File: src/sv/prpu_pkg.sv
// shared types and constants of the planar rigid pose unit
// operation kinds, cordic gain and the arctangent table
// no dependencies
package prpu_pkg;

   typedef enum logic [1:0] {
      KIND_LOAD    = 2'd0,
      KIND_APPLY   = 2'd1,
      KIND_COMPOSE = 2'd2,
      KIND_INVERT  = 2'd3
   } kind_type;

   // converged cordic gain scaled by 2^30
   localparam longint GAIN_Q30 = 64'sd652032875;

   localparam int ATAN_IDX_W = 5;

   // arctangent of 2^-i in units of 2^32 per turn
   function automatic logic signed [31:0] atan_of(input logic [ATAN_IDX_W-1:0] idx);
      logic signed [31:0] val;
      case (idx)
         5'd0:  val = 32'sd536870912;
         5'd1:  val = 32'sd316933406;
         5'd2:  val = 32'sd167458907;
         5'd3:  val = 32'sd85004756;
         5'd4:  val = 32'sd42667331;
         5'd5:  val = 32'sd21354465;
         5'd6:  val = 32'sd10679838;
         5'd7:  val = 32'sd5340245;
         5'd8:  val = 32'sd2670163;
         5'd9:  val = 32'sd1335087;
         5'd10: val = 32'sd667544;
         5'd11: val = 32'sd333772;
         5'd12: val = 32'sd166886;
         5'd13: val = 32'sd83443;
         5'd14: val = 32'sd41722;
         5'd15: val = 32'sd20861;
         5'd16: val = 32'sd10430;
         5'd17: val = 32'sd5215;
         5'd18: val = 32'sd2608;
         5'd19: val = 32'sd1304;
         5'd20: val = 32'sd652;
         5'd21: val = 32'sd326;
         5'd22: val = 32'sd163;
         5'd23: val = 32'sd81;
         default: val = 32'sd0;
      endcase
      return val;
   endfunction

endpackage

File: src/sv/prpu_cordic.sv
// iterative rotation-mode cordic: one micro-rotation per cycle
// produces sin and cos of a 16-bit binary angle scaled by 2^FRAC_BITS
// depends on prpu_pkg
module prpu_cordic
   import prpu_pkg::*;
#(
   parameter int FRAC_BITS    = 16,
   parameter int CORDIC_STEPS = 16,
   parameter int CW           = FRAC_BITS + 3
) (
   input  logic                 clock,
   input  logic                 reset,
   input  logic                 start,
   input  logic [15:0]          angle,
   output logic                 done,
   output logic signed [CW-1:0] sin_val,
   output logic signed [CW-1:0] cos_val
);

   localparam int STEP_W = $clog2(CORDIC_STEPS);
   localparam int ZW     = 34;
   localparam logic signed [CW-1:0] X_INIT =
      CW'((GAIN_Q30 + (longint'(1) << (29 - FRAC_BITS))) >>> (30 - FRAC_BITS));

   logic signed [CW-1:0] x_ff, x_in, y_ff, y_in;
   logic signed [ZW-1:0] z_ff, z_in;
   logic [STEP_W-1:0]    step_ff, step_in;
   logic                 busy_ff, busy_in;
   logic                 done_ff, done_in;
   logic                 flip_ff, flip_in;

   logic [31:0]          a_full;
   logic                 a_flip;
   logic signed [CW-1:0] dx, dy;
   logic signed [31:0]   atan_val;

   always_comb begin
      a_full = {angle, 16'd0};
      // second and third quadrant: turn by half a turn, negate at the end
      a_flip = (angle[15:14] == 2'b01) || (angle[15:14] == 2'b10);
      if (a_flip) begin
         a_full[31] = ~a_full[31];
      end
      dx       = y_ff >>> step_ff;
      dy       = x_ff >>> step_ff;
      atan_val = atan_of(ATAN_IDX_W'(step_ff));

      x_in    = x_ff;
      y_in    = y_ff;
      z_in    = z_ff;
      step_in = step_ff;
      busy_in = busy_ff;
      flip_in = flip_ff;
      done_in = 1'b0;
      if (start) begin
         x_in    = X_INIT;
         y_in    = '0;
         z_in    = ZW'(signed'(a_full));
         step_in = '0;
         busy_in = 1'b1;
         flip_in = a_flip;
      end else if (busy_ff) begin
         if (!z_ff[ZW-1]) begin
            x_in = x_ff - dx;
            y_in = y_ff + dy;
            z_in = z_ff - ZW'(atan_val);
         end else begin
            x_in = x_ff + dx;
            y_in = y_ff - dy;
            z_in = z_ff + ZW'(atan_val);
         end
         step_in = step_ff + 1'b1;
         if (step_ff == STEP_W'(CORDIC_STEPS - 1)) begin
            busy_in = 1'b0;
            done_in = 1'b1;
         end
      end
   end

   always_ff @(posedge clock) begin
      if (reset) begin
         busy_ff <= 1'b0;
         done_ff <= 1'b0;
         step_ff <= '0;
      end else begin
         busy_ff <= busy_in;
         done_ff <= done_in;
         step_ff <= step_in;
      end
      x_ff    <= x_in;
      y_ff    <= y_in;
      z_ff    <= z_in;
      flip_ff <= flip_in;
   end

   assign done    = done_ff;
   assign cos_val = flip_ff ? -x_ff : x_ff;
   assign sin_val = flip_ff ? -y_ff : y_ff;

endmodule

File: src/sv/prpu_mac.sv
// shared multiplier and accumulator for the 2x2 rotation plus translation
// four products over one multiplier, rounded and offset in turn
// depends on prpu_pkg
module prpu_mac
   import prpu_pkg::*;
#(
   parameter int FRAC_BITS = 16,
   parameter int CW        = FRAC_BITS + 3
) (
   input  logic                 clock,
   input  logic                 reset,
   input  logic                 start,
   input  logic signed [31:0]   u,
   input  logic signed [31:0]   v,
   input  logic signed [CW-1:0] sin_val,
   input  logic signed [CW-1:0] cos_val,
   input  logic [31:0]          tx,
   input  logic [31:0]          ty,
   output logic                 done,
   output logic [31:0]          out_x,
   output logic [31:0]          out_y
);

   localparam int PW = 32 + CW;
   localparam int AW = PW + 1;
   localparam logic signed [AW-1:0] HALF = AW'(longint'(1) << (FRAC_BITS - 1));

   logic [2:0]           phase_ff, phase_in;
   logic                 busy_ff, busy_in;
   logic                 done_ff, done_in;
   logic signed [PW-1:0] prod_ff, prod_in;
   logic signed [AW-1:0] acc_ff, acc_in;
   logic [31:0]          ox_ff, ox_in, oy_ff, oy_in;

   logic signed [31:0]   mul_a;
   logic signed [CW-1:0] mul_b;
   logic signed [AW-1:0] rnd_sum;
   logic [31:0]          rnd_val;

   always_comb begin
      // products in order: u*c, v*s, u*s, v*c
      mul_a   = phase_ff[0] ? v : u;
      mul_b   = (phase_ff == 3'd0 || phase_ff == 3'd3) ? cos_val : sin_val;
      rnd_sum = acc_ff + HALF;
      rnd_val = rnd_sum[FRAC_BITS +: 32];

      phase_in = phase_ff;
      busy_in  = busy_ff;
      done_in  = 1'b0;
      prod_in  = PW'(mul_a) * PW'(mul_b);
      acc_in   = acc_ff;
      ox_in    = ox_ff;
      oy_in    = oy_ff;
      if (start) begin
         busy_in  = 1'b1;
         phase_in = '0;
      end else if (busy_ff) begin
         phase_in = phase_ff + 1'b1;
         case (phase_ff)
            3'd1: acc_in = AW'(prod_ff);
            3'd2: acc_in = acc_ff - AW'(prod_ff);
            3'd3: begin
               ox_in  = rnd_val + tx;
               acc_in = AW'(prod_ff);
            end
            3'd4: acc_in = acc_ff + AW'(prod_ff);
            3'd5: begin
               oy_in   = rnd_val + ty;
               busy_in = 1'b0;
               done_in = 1'b1;
            end
            default: acc_in = acc_ff;
         endcase
      end
   end

   always_ff @(posedge clock) begin
      if (reset) begin
         busy_ff  <= 1'b0;
         done_ff  <= 1'b0;
         phase_ff <= '0;
      end else begin
         busy_ff  <= busy_in;
         done_ff  <= done_in;
         phase_ff <= phase_in;
      end
      prod_ff <= prod_in;
      acc_ff  <= acc_in;
      ox_ff   <= ox_in;
      oy_ff   <= oy_in;
   end

   assign done  = done_ff;
   assign out_x = ox_ff;
   assign out_y = oy_ff;

endmodule

File: src/sv/planar_rigid_pose_unit.sv
// Planar rigid pose unit: holds one SE(2) pose (Q16.16 translation, 16-bit binary angle)
// and runs load, apply, compose or invert on each request transaction, one at a time.
// A load goes from acceptance straight to the done state. The other operations first run
// CORDIC_STEPS cordic micro-rotations, then start the multiplier, run six multiply-accumulate
// phases for the four products, see the multiplier finish and move to the done state. From
// the done state the result is loaded into the result register once that register is free.
// The request side is ready again in the cycle in which the result appears, so a new
// transaction is taken only after the previous result has been registered.
// The request side is not ready while an operation is in flight; a finished result
// waits in the output register without holding up acceptance of the next transaction.
// Depends on prpu_pkg, prpu_cordic and prpu_mac.
module planar_rigid_pose_unit
   import prpu_pkg::*;
#(
   parameter int FRAC_BITS    = 16,
   parameter int CORDIC_STEPS = 16
) (
   input  logic        clock,
   input  logic        reset,
   input  logic        req_tvalid,
   output logic        req_tready,
   input  logic [79:0] req_tdata,   // arg_x[31:0], arg_y[63:32], arg_angle[79:64]
   input  logic [1:0]  req_tuser,   // kind[1:0]
   output logic        rsp_tvalid,
   input  logic        rsp_tready,
   output logic [79:0] rsp_tdata    // res_x[31:0], res_y[63:32], res_angle[79:64]
);

   localparam int CW = FRAC_BITS + 3;

   typedef enum logic [3:0] {
      ST_IDLE = 4'b0001,
      ST_ROT  = 4'b0010,
      ST_MUL  = 4'b0100,
      ST_DONE = 4'b1000
   } state_type;

   state_type   state_ff, state_in;
   kind_type    kind_ff, kind_in;
   logic [31:0] pose_x_ff, pose_x_in, pose_y_ff, pose_y_in;
   logic [15:0] pose_angle_ff, pose_angle_in;
   logic [31:0] u_ff, u_in, v_ff, v_in, tx_ff, tx_in, ty_ff, ty_in;
   logic [15:0] new_angle_ff, new_angle_in;
   logic        rsp_valid_ff, rsp_valid_in;
   logic [79:0] rsp_data_ff, rsp_data_in;

   logic        accept;
   kind_type    req_kind;
   logic [31:0] arg_x, arg_y;
   logic [15:0] arg_angle;
   logic [15:0] rot_angle;
   logic        cordic_done, mac_done;
   logic signed [CW-1:0] sin_val, cos_val;
   logic [31:0] mac_x, mac_y;
   logic [31:0] fin_x, fin_y;

   assign req_kind  = kind_type'(req_tuser);
   assign arg_x     = req_tdata[31:0];
   assign arg_y     = req_tdata[63:32];
   assign arg_angle = req_tdata[79:64];
   assign accept    = req_tvalid && req_tready;
   assign rot_angle = (req_kind == KIND_INVERT) ? -pose_angle_ff : pose_angle_ff;

   prpu_cordic #(
      .FRAC_BITS    (FRAC_BITS),
      .CORDIC_STEPS (CORDIC_STEPS),
      .CW           (CW)
   ) u_cordic (
      .clock   (clock),
      .reset   (reset),
      .start   (accept && (req_kind != KIND_LOAD)),
      .angle   (rot_angle),
      .done    (cordic_done),
      .sin_val (sin_val),
      .cos_val (cos_val)
   );

   prpu_mac #(
      .FRAC_BITS (FRAC_BITS),
      .CW        (CW)
   ) u_mac (
      .clock   (clock),
      .reset   (reset),
      .start   ((state_ff == ST_ROT) && cordic_done),
      .u       (u_ff),
      .v       (v_ff),
      .sin_val (sin_val),
      .cos_val (cos_val),
      .tx      (tx_ff),
      .ty      (ty_ff),
      .done    (mac_done),
      .out_x   (mac_x),
      .out_y   (mac_y)
   );

   always_comb begin
      fin_x = (kind_ff == KIND_LOAD) ? u_ff : mac_x;
      fin_y = (kind_ff == KIND_LOAD) ? v_ff : mac_y;

      state_in      = state_ff;
      kind_in       = kind_ff;
      pose_x_in     = pose_x_ff;
      pose_y_in     = pose_y_ff;
      pose_angle_in = pose_angle_ff;
      u_in          = u_ff;
      v_in          = v_ff;
      tx_in         = tx_ff;
      ty_in         = ty_ff;
      new_angle_in  = new_angle_ff;
      rsp_data_in   = rsp_data_ff;
      rsp_valid_in  = rsp_valid_ff && !rsp_tready;

      case (state_ff)
         ST_IDLE: begin
            if (accept) begin
               kind_in = req_kind;
               u_in    = arg_x;
               v_in    = arg_y;
               tx_in   = pose_x_ff;
               ty_in   = pose_y_ff;
               case (req_kind)
                  KIND_LOAD:    new_angle_in = arg_angle;
                  KIND_APPLY:   new_angle_in = pose_angle_ff;
                  KIND_COMPOSE: new_angle_in = pose_angle_ff + arg_angle;
                  default: begin
                     // inverse: rotate the negated translation by the negated angle
                     new_angle_in = -pose_angle_ff;
                     u_in         = -pose_x_ff;
                     v_in         = -pose_y_ff;
                     tx_in        = '0;
                     ty_in        = '0;
                  end
               endcase
               state_in = (req_kind == KIND_LOAD) ? ST_DONE : ST_ROT;
            end
         end
         ST_ROT: begin
            if (cordic_done) begin
               state_in = ST_MUL;
            end
         end
         ST_MUL: begin
            if (mac_done) begin
               state_in = ST_DONE;
            end
         end
         ST_DONE: begin
            // wait for the output register to be free
            if (!rsp_valid_ff || rsp_tready) begin
               rsp_valid_in = 1'b1;
               rsp_data_in  = {new_angle_ff, fin_y, fin_x};
               if (kind_ff != KIND_APPLY) begin
                  pose_x_in     = fin_x;
                  pose_y_in     = fin_y;
                  pose_angle_in = new_angle_ff;
               end
               state_in = ST_IDLE;
            end
         end
         default: state_in = ST_IDLE;
      endcase
   end

   always_ff @(posedge clock) begin
      if (reset) begin
         state_ff      <= ST_IDLE;
         rsp_valid_ff  <= 1'b0;
         pose_x_ff     <= '0;
         pose_y_ff     <= '0;
         pose_angle_ff <= '0;
      end else begin
         state_ff      <= state_in;
         rsp_valid_ff  <= rsp_valid_in;
         pose_x_ff     <= pose_x_in;
         pose_y_ff     <= pose_y_in;
         pose_angle_ff <= pose_angle_in;
      end
      kind_ff      <= kind_in;
      u_ff         <= u_in;
      v_ff         <= v_in;
      tx_ff        <= tx_in;
      ty_ff        <= ty_in;
      new_angle_ff <= new_angle_in;
      rsp_data_ff  <= rsp_data_in;
   end

   assign req_tready = (state_ff == ST_IDLE);
   assign rsp_tvalid = rsp_valid_ff;
   assign rsp_tdata  = rsp_data_ff;

endmodule
File: config.mk
export PLATFORM = sky130hd
export DESIGN_NAME = planar_rigid_pose_unit
export DESIGN_NICKNAME = d
export VERILOG_FILES = /design/src/sv/prpu_pkg.sv /design/src/sv/prpu_cordic.sv /design/src/sv/prpu_mac.sv /design/src/sv/planar_rigid_pose_unit.sv
export SDC_FILE = /design/constraint.sdc
export NUM_CORES = 2
export LEC_CHECK = 0
export BUFFER_PORTS_ARGS = -buffer_cell sky130_fd_sc_hd__buf_2
export CAP_MARGIN = 20
export CORE_MARGIN = 4
export CORE_UTILIZATION = 57
export DETAILED_ROUTE_END_ITERATION = 10
export GPL_TIMING_DRIVEN = 0
export PLACE_DENSITY_LB_ADDON = 0.15
export SETUP_SLACK_MARGIN = 0.2
export SYNTH_ARGS = -nofsm -noshare
export SYNTH_HDL_FRONTEND = slang
export SYNTH_SLANG_ARGS = --single-unit
File: constraint.sdc
create_clock -name clock -period 25.2 [get_ports clock]
set_clock_uncertainty 0.15 [all_clocks]
set_input_delay 5.04 -clock clock [delete_from_list [all_inputs] [get_ports clock]]
set_output_delay 5.04 -clock clock [all_outputs]
set_load 0.1 [all_outputs]
Yosys cells after proc, flatten, opt, wreduce, memory -nomap -nowiden
Memories as Yosys holds them, arrays and structs flattened. A register that Yosys moved wholly into a read port is not among the register bits. Index checks and enable logic that the tools add are counted.

Memories: 1. Latch bits: 0. RAM bits: 0. Output and inout port bits: 82. Bits in registers: 562. ROM bits: 480. Logic and storage cells: 137.

Divide/modulo/power cells: 0. $lt $le $gt $ge: 0. Bitwise logic cells: 4. Mux-type cells: 35. Shift operators: 2. Add/sub/neg operators: 19. Reduce and logical (&&, ||, !) cells: 28. Multiply operators: 1. Equal/unequal tests: 20.

Memories: (no name shown) (depth 16, width 30, read ports 1, clocked after Yosys merged registers in 1, wr ports 0, line prpu_pkg.sv:21) `case (idx)`.

Operators with widths (count): 32-bit 2-to-1 mux (5); 52-bit case mux with 3 select lines (1); 34-bit 2-to-1 mux (3); 19-bit 2-to-1 mux (5); 32-bit adder (2); 32-bit negation (2); 52-bit by 51-bit adder with 52-bit output (1); 52-bit by 51-bit subtractor with 52-bit output (1); 32-bit by 19-bit multiplier with 51-bit output (1); 48-bit by 17-bit adder with 48-bit output, second input constant (1); 16-bit case mux with 3 select lines (1); 19-bit adder (2); 19-bit negation (2); 19-bit by 4-bit >>> shifter with 19-bit output (2); 19-bit subtractor (2); 34-bit by 32-bit adder with 34-bit output (1); 34-bit by 32-bit subtractor with 34-bit output (1); 4-bit 2-to-1 mux (7); 16-bit adder (1); 16-bit 2-to-1 mux (1); 16-bit negation (1); 4-bit case mux with 4 select lines (1); 3-bit AND reduction (4); 1-bit 2-to-1 mux (11); 25 further kinds (50).

Logic depth before layout (Yosys ltp)
Depth after elaboration: 6. Depth in mapped cells: 34. Gate-level depth less buffers: 32.

Modules after synthesis
From an unflattened synthesis, not the netlist that was laid out.

Cell total of the unflattened synthesis: 6255. Area total of the unflattened synthesis: 58043.2 sq um.

Modules (own cells, without submodules): prpu_mac (area an instance 32230.9 sq um, cells each 3527, sequential area each 4424.2 sq um, times used 1); planar_rigid_pose_unit (area an instance 14313.7 sq um, cells each 1306, sequential area each 8488.1 sq um, times used 1); prpu_cordic (area an instance 11498.5 sq um, cells each 1422, sequential area each 2372.3 sq um, times used 1).

Worst setup path after synthesis
No wires, ideal clock.

Path type: input to register. From: input req_tvalid. To: register, netlist name u_cordic.atan_val[10]. Arrival: 10.971 ns. Data required time: 24.923 ns. Stages on the path: 9. Setup slack: 13.952 ns. Path buffers: 2. Cells stage by stage: and2_1 -> o21ai_1 -> clkinv_1 -> or3_1 -> clkbuf_1 -> inv_1 -> ha_1 -> clkbuf_1 -> or3_1.

Longest elaborated chain between the ends: 4.

Ends and longest elaborated chain: start, declared (line planar_rigid_pose_unit.sv:20) `input logic req_tvalid,`; 1-bit logical AND (line planar_rigid_pose_unit.sv:61) `assign accept = req_tvalid && req_tready;`; 1-bit logical AND (line planar_rigid_pose_unit.sv:71) `.start (accept && (req_kind != KIND_LOAD)),`; 2-bit OR reduction (no line); 4-bit 2-to-1 mux (no line).

Every way passes these cells. A chain may end at the register's enable or synchronous reset.

Worst setup path in the final report
From: register u_mac.phase_ff[0]. To: register u_mac.prod_ff[47].

Longest elaborated chain between the ends: 4. Elaborated cells on any way between the ends: 6. Classes of those cells: mul: 1; eq/ne: 1; mux: 2; reduce/logical: 2.

Ends and longest elaborated chain: start, declared (line prpu_mac.sv:28) `logic [2:0] phase_ff, phase_in;`; start signal, assigned (line prpu_mac.sv:85) `phase_ff <= phase_in;`; 3-bit by 2-bit == test with 1-bit output or 3-bit zero test (tied branches) (line prpu_mac.sv:43) `mul_b = (phase_ff == 3'd0 || phase_ff == 3'd3) ? cos_val : sin_val;`; 1-bit logical OR (line prpu_mac.sv:43); 19-bit 2-to-1 mux (line prpu_mac.sv:43); 32-bit by 19-bit multiplier with 51-bit output (*) (line prpu_mac.sv:50) `prod_in = PW'(mul_a) * PW'(mul_b);`; via u_mac.prod_in[47] (line prpu_mac.sv:31) `logic signed [PW-1:0] prod_ff, prod_in;`; end signal, assigned (line prpu_mac.sv:87) `prod_ff <= prod_in;`; end, declared (line prpu_mac.sv:31).

Mark *: on every way through the listed nets, which the timed path passes. The rest lies on a longest branch.

==> flow_metrics.py <==
metrics = {
    "clocking": {
        "clockRootBuffer": "clkbuf_16",
        "cts_resized": 0,
        "cts_sinks": 585,
        "htreeDepth": 3,
        "post-cts-setup-buffers": 0,
        "cts_inserted_buffers": 69,
        "path_clk_slew_ns": 0.06,
        "cts_max_path_buffers": 3,
        "cts_tree": "yes",
        "clock_latency_ns": 0.65,
        "holdBufCountCts": 0,
    },
    "timing": {
        "worstMarginPinSlew_ns": 1.20,
        "setup_tns_ns": 0,
        "rsz0062_at_grt": "no",
        "post-route-period-util_pct": 45.0,
        "setup_viol": 0,
        "maxSlewViolCount": 0,
        "fmax_mhz": 88.3,
        "slew_headroom_pct": 17.8,
        "final-hold-violation-count": 0,
        "post-route-min-period_ns": 11.33,
    },
    "grt": {
        "antenna_found_initial": 2,
        "grt_pass1_wl_mm": 288,
        "first_global_vias": 47400,
        "grt-ovfl-total": 0,
        "grt_max_degree": 67,
        "grt_usage_pct": 35.5,
    },
    "floorplan": {
        "start_util_pct": 57.6,
        "core_um2": 100000,
        "fp.dieArea_um2": 107000,
        "die_h_um": 326,
        "io_pins": 168,
        "num_rows": 116,
        "fp.dieW_um": 326,
    },
    "detailed_routing": {
        "route.met3.wl_mm": 17.4,
        "firstDrtPassIters": 6,
        "drc": 0,
        "num_vias": 47700,
        "wl_met2_mm": 85.4,
        "met1_length_mm": 77.2,
        "first_iter_violations": 4415,
        "wl_per_cell_um": 24.1,
        "routed_via_density": 6.05,
        "ant_nets": 0,
        "wl_mm": 190,
        "top_layer_used": "met4",
    },
    "synth": {
        "synth_seq_cells": 585,
        "syn-num-nets": 7227,
        "yosysWarnings": 0,
        "synthCells": 6219,
        "ys_types": 87,
        "synth_area_leaders": "fa_1 20%, edfxtp_1 19%, dfxtp_1 7.9%, ha_1 7.5%, nand2_1 5.6%",
        "synth_top_cells_by_count": "861 x nand2_1, 644 x inv_1, 574 x fa_1",
        "async_flop_share_pct": 0,
        "synth_top_area_share_pct": 19.9,
        "syn_avg_cell_area_um2": 9.29,
        "synth_flop_cell": "edfxtp_1",
        "netlist_area_um2": 57800,
        "ys_seq_area_share_pct": 26.4,
        "synth_edf_count": 357,
        "synth_most_common_cell": "nand2_1",
        "synth_top_cell_by_area": "fa_1",
    },
    "setup_path": {
        "end_kind": "flop",
        "path_class": "flop to flop",
        "cp_common_cell": "fa_1",
        "cp_data_required_time_ns": 25.61,
        "worstPathArrival_ns": 11.74,
        "critPathMaxStageDelay_ns": 0.97,
        "start_kind": "flop",
        "cp_max_fo": 10,
        "cp_slowest_cell": "mux2i_1",
    },
    "min_path": {
        "hold_class": "flop to flop",
    },
    "status": {
        "status": "finished, final reports clean",
    },
    "final_layout": {
        "nets": 7485,
        "drive_gt1_share_pct": 7.70,
        "area_delta_synth_final_pct": 9.03,
        "final.fill_count": 8631,
    },
    "place": {
        "dp_hpwl_mm": 153,
        "io_buffers": 167,
        "gp_congestion": 1.01,
    },
    "flow_run": {
        "maxCapViolCount": 0,
    },
}
layout by cell type (no fill, tap or decap), types with 13 or more instances in the layout:
cell	synthesis	final
or4_1	31	31
fa_1	574	574
edfxtp_1	357	357
o211ai_1	13	13
mux2i_1	105	101
o21bai_1	32	32
o22ai_1	24	24
nor2b_1	55	54
mux4_1	15	15
buf_2	10	177
a31oi_1	36	36
a21o_1	128	128
nor3_1	86	86
nand4_1	23	23
inv_1	644	644
o21ai_0	253	253
a211oi_1	51	51
o21a_1	29	29
nor4_1	29	29
nand3_1	59	59
dfxtp_1	228	228
nand2_1	861	861
mux4_2	25	25
buf_4	10	18
nand2b_1	68	68
nor2_1	482	480
o41ai_1	17	17
ha_1	348	348
buf_1	16	16
xnor2_1	240	240
o31ai_1	33	33
a21oi_1	390	389
clkbuf_1	241	258
xor2_1	243	243
or3_1	32	32
and3_1	43	43
clkbuf_16	0	72
and2_1	98	97
mux2_2	117	117
layer usage:
metal | GRT usage [%] | up-vias
met5 | 0 | -
met4 | 16.2 | 0
met3 | 6.92 | 472
met2 | 55.8 | 2264
met1 | 47.9 | 23600
li1 | - | 21400
cell families after synthesis:
group / count (synthesis) / share of synthesized area [%]
AND/OR/NAND/NOR: 1926 / 15.0
multiplexers: 270 / 5.92
AO/OA/AOI/OAI: 1105 / 11.7
XOR/XNOR: 483 / 7.32
flip-flops: 585 / 26.4
buffers and inverters: 928 / 6.20
adder cells (fa/ha/maj): 922 / 27.4
sequential cells by signal, summed over array words and instances (netlist names), 34 cells and up:
name / flops
u_mac.acc_ff: 48
u_mac.prod_ff: 48
u_cordic.z_ff: 34
rsp_tdata: 80
critical path, delay by kind of cell, from the launching register on:
family | cells | cell delay [ns]
mux | 1 | 0.97
fa+ha+maj | 9 | 4.34
xor+xnor | 1 | 0.23
compound gates | 10 | 2.40
flops | 1 | 0.36
simple gates | 1 | 0.17
buf+inv | 10 | 2.61
area by class of cell:
| cell class | count | area [um2] | share of cell area, % |
|---|---|---|---|
| multi-input cells | 4706 | 39000 | 61.9 |
| flip-flops and latches | 585 | 15300 | 24.3 |
| inverters | 647 | 2430 | 3.85 |
| clock buffers | 97 | 1980 | 3.14 |
| well taps | 1357 | 1700 | 2.69 |
| plain buffers | 281 | 1150 | 1.83 |
| repair buffers | 187 | 1100 | 1.75 |
| clock inverters | 30 | 383 | 0.608 |
| diodes | 2 | 5.00 | 0.00794 |
worst paths after layout:
kind / cells past startpoint / startpoint / slack (ns) / end
max reg2reg: 32 / u_mac.phase_ff[0] / 13.87 / u_mac.prod_ff[47]
max: 32 / u_mac.phase_ff[0] / 13.87 / u_mac.prod_ff[47]
min reg2reg: 0 / new_angle_ff[15] / 0.30 / rsp_tdata[79]
min: 0 / new_angle_ff[15] / 0.30 / rsp_tdata[79]
metrics by stage:
step                cell area (um2)  hold slack [ns]  cells  setup WS, ns  utilization (%)
floorplan                     57800            0.276   6219         13.95                -
global placement              60300            0.281   7743          9.93             60.2
detailed placement            60600            0.290   7759         13.92             60.4
CTS                           63000            0.299   7886         13.92             62.8
global route                  63000            0.301   7890         13.53             62.8
finish                        63000            0.299   7892         13.87             62.8
Power is left out: the tool's default activity adds up to more than one toggle a clock period on the data nets, which glitch-free logic cannot reach.
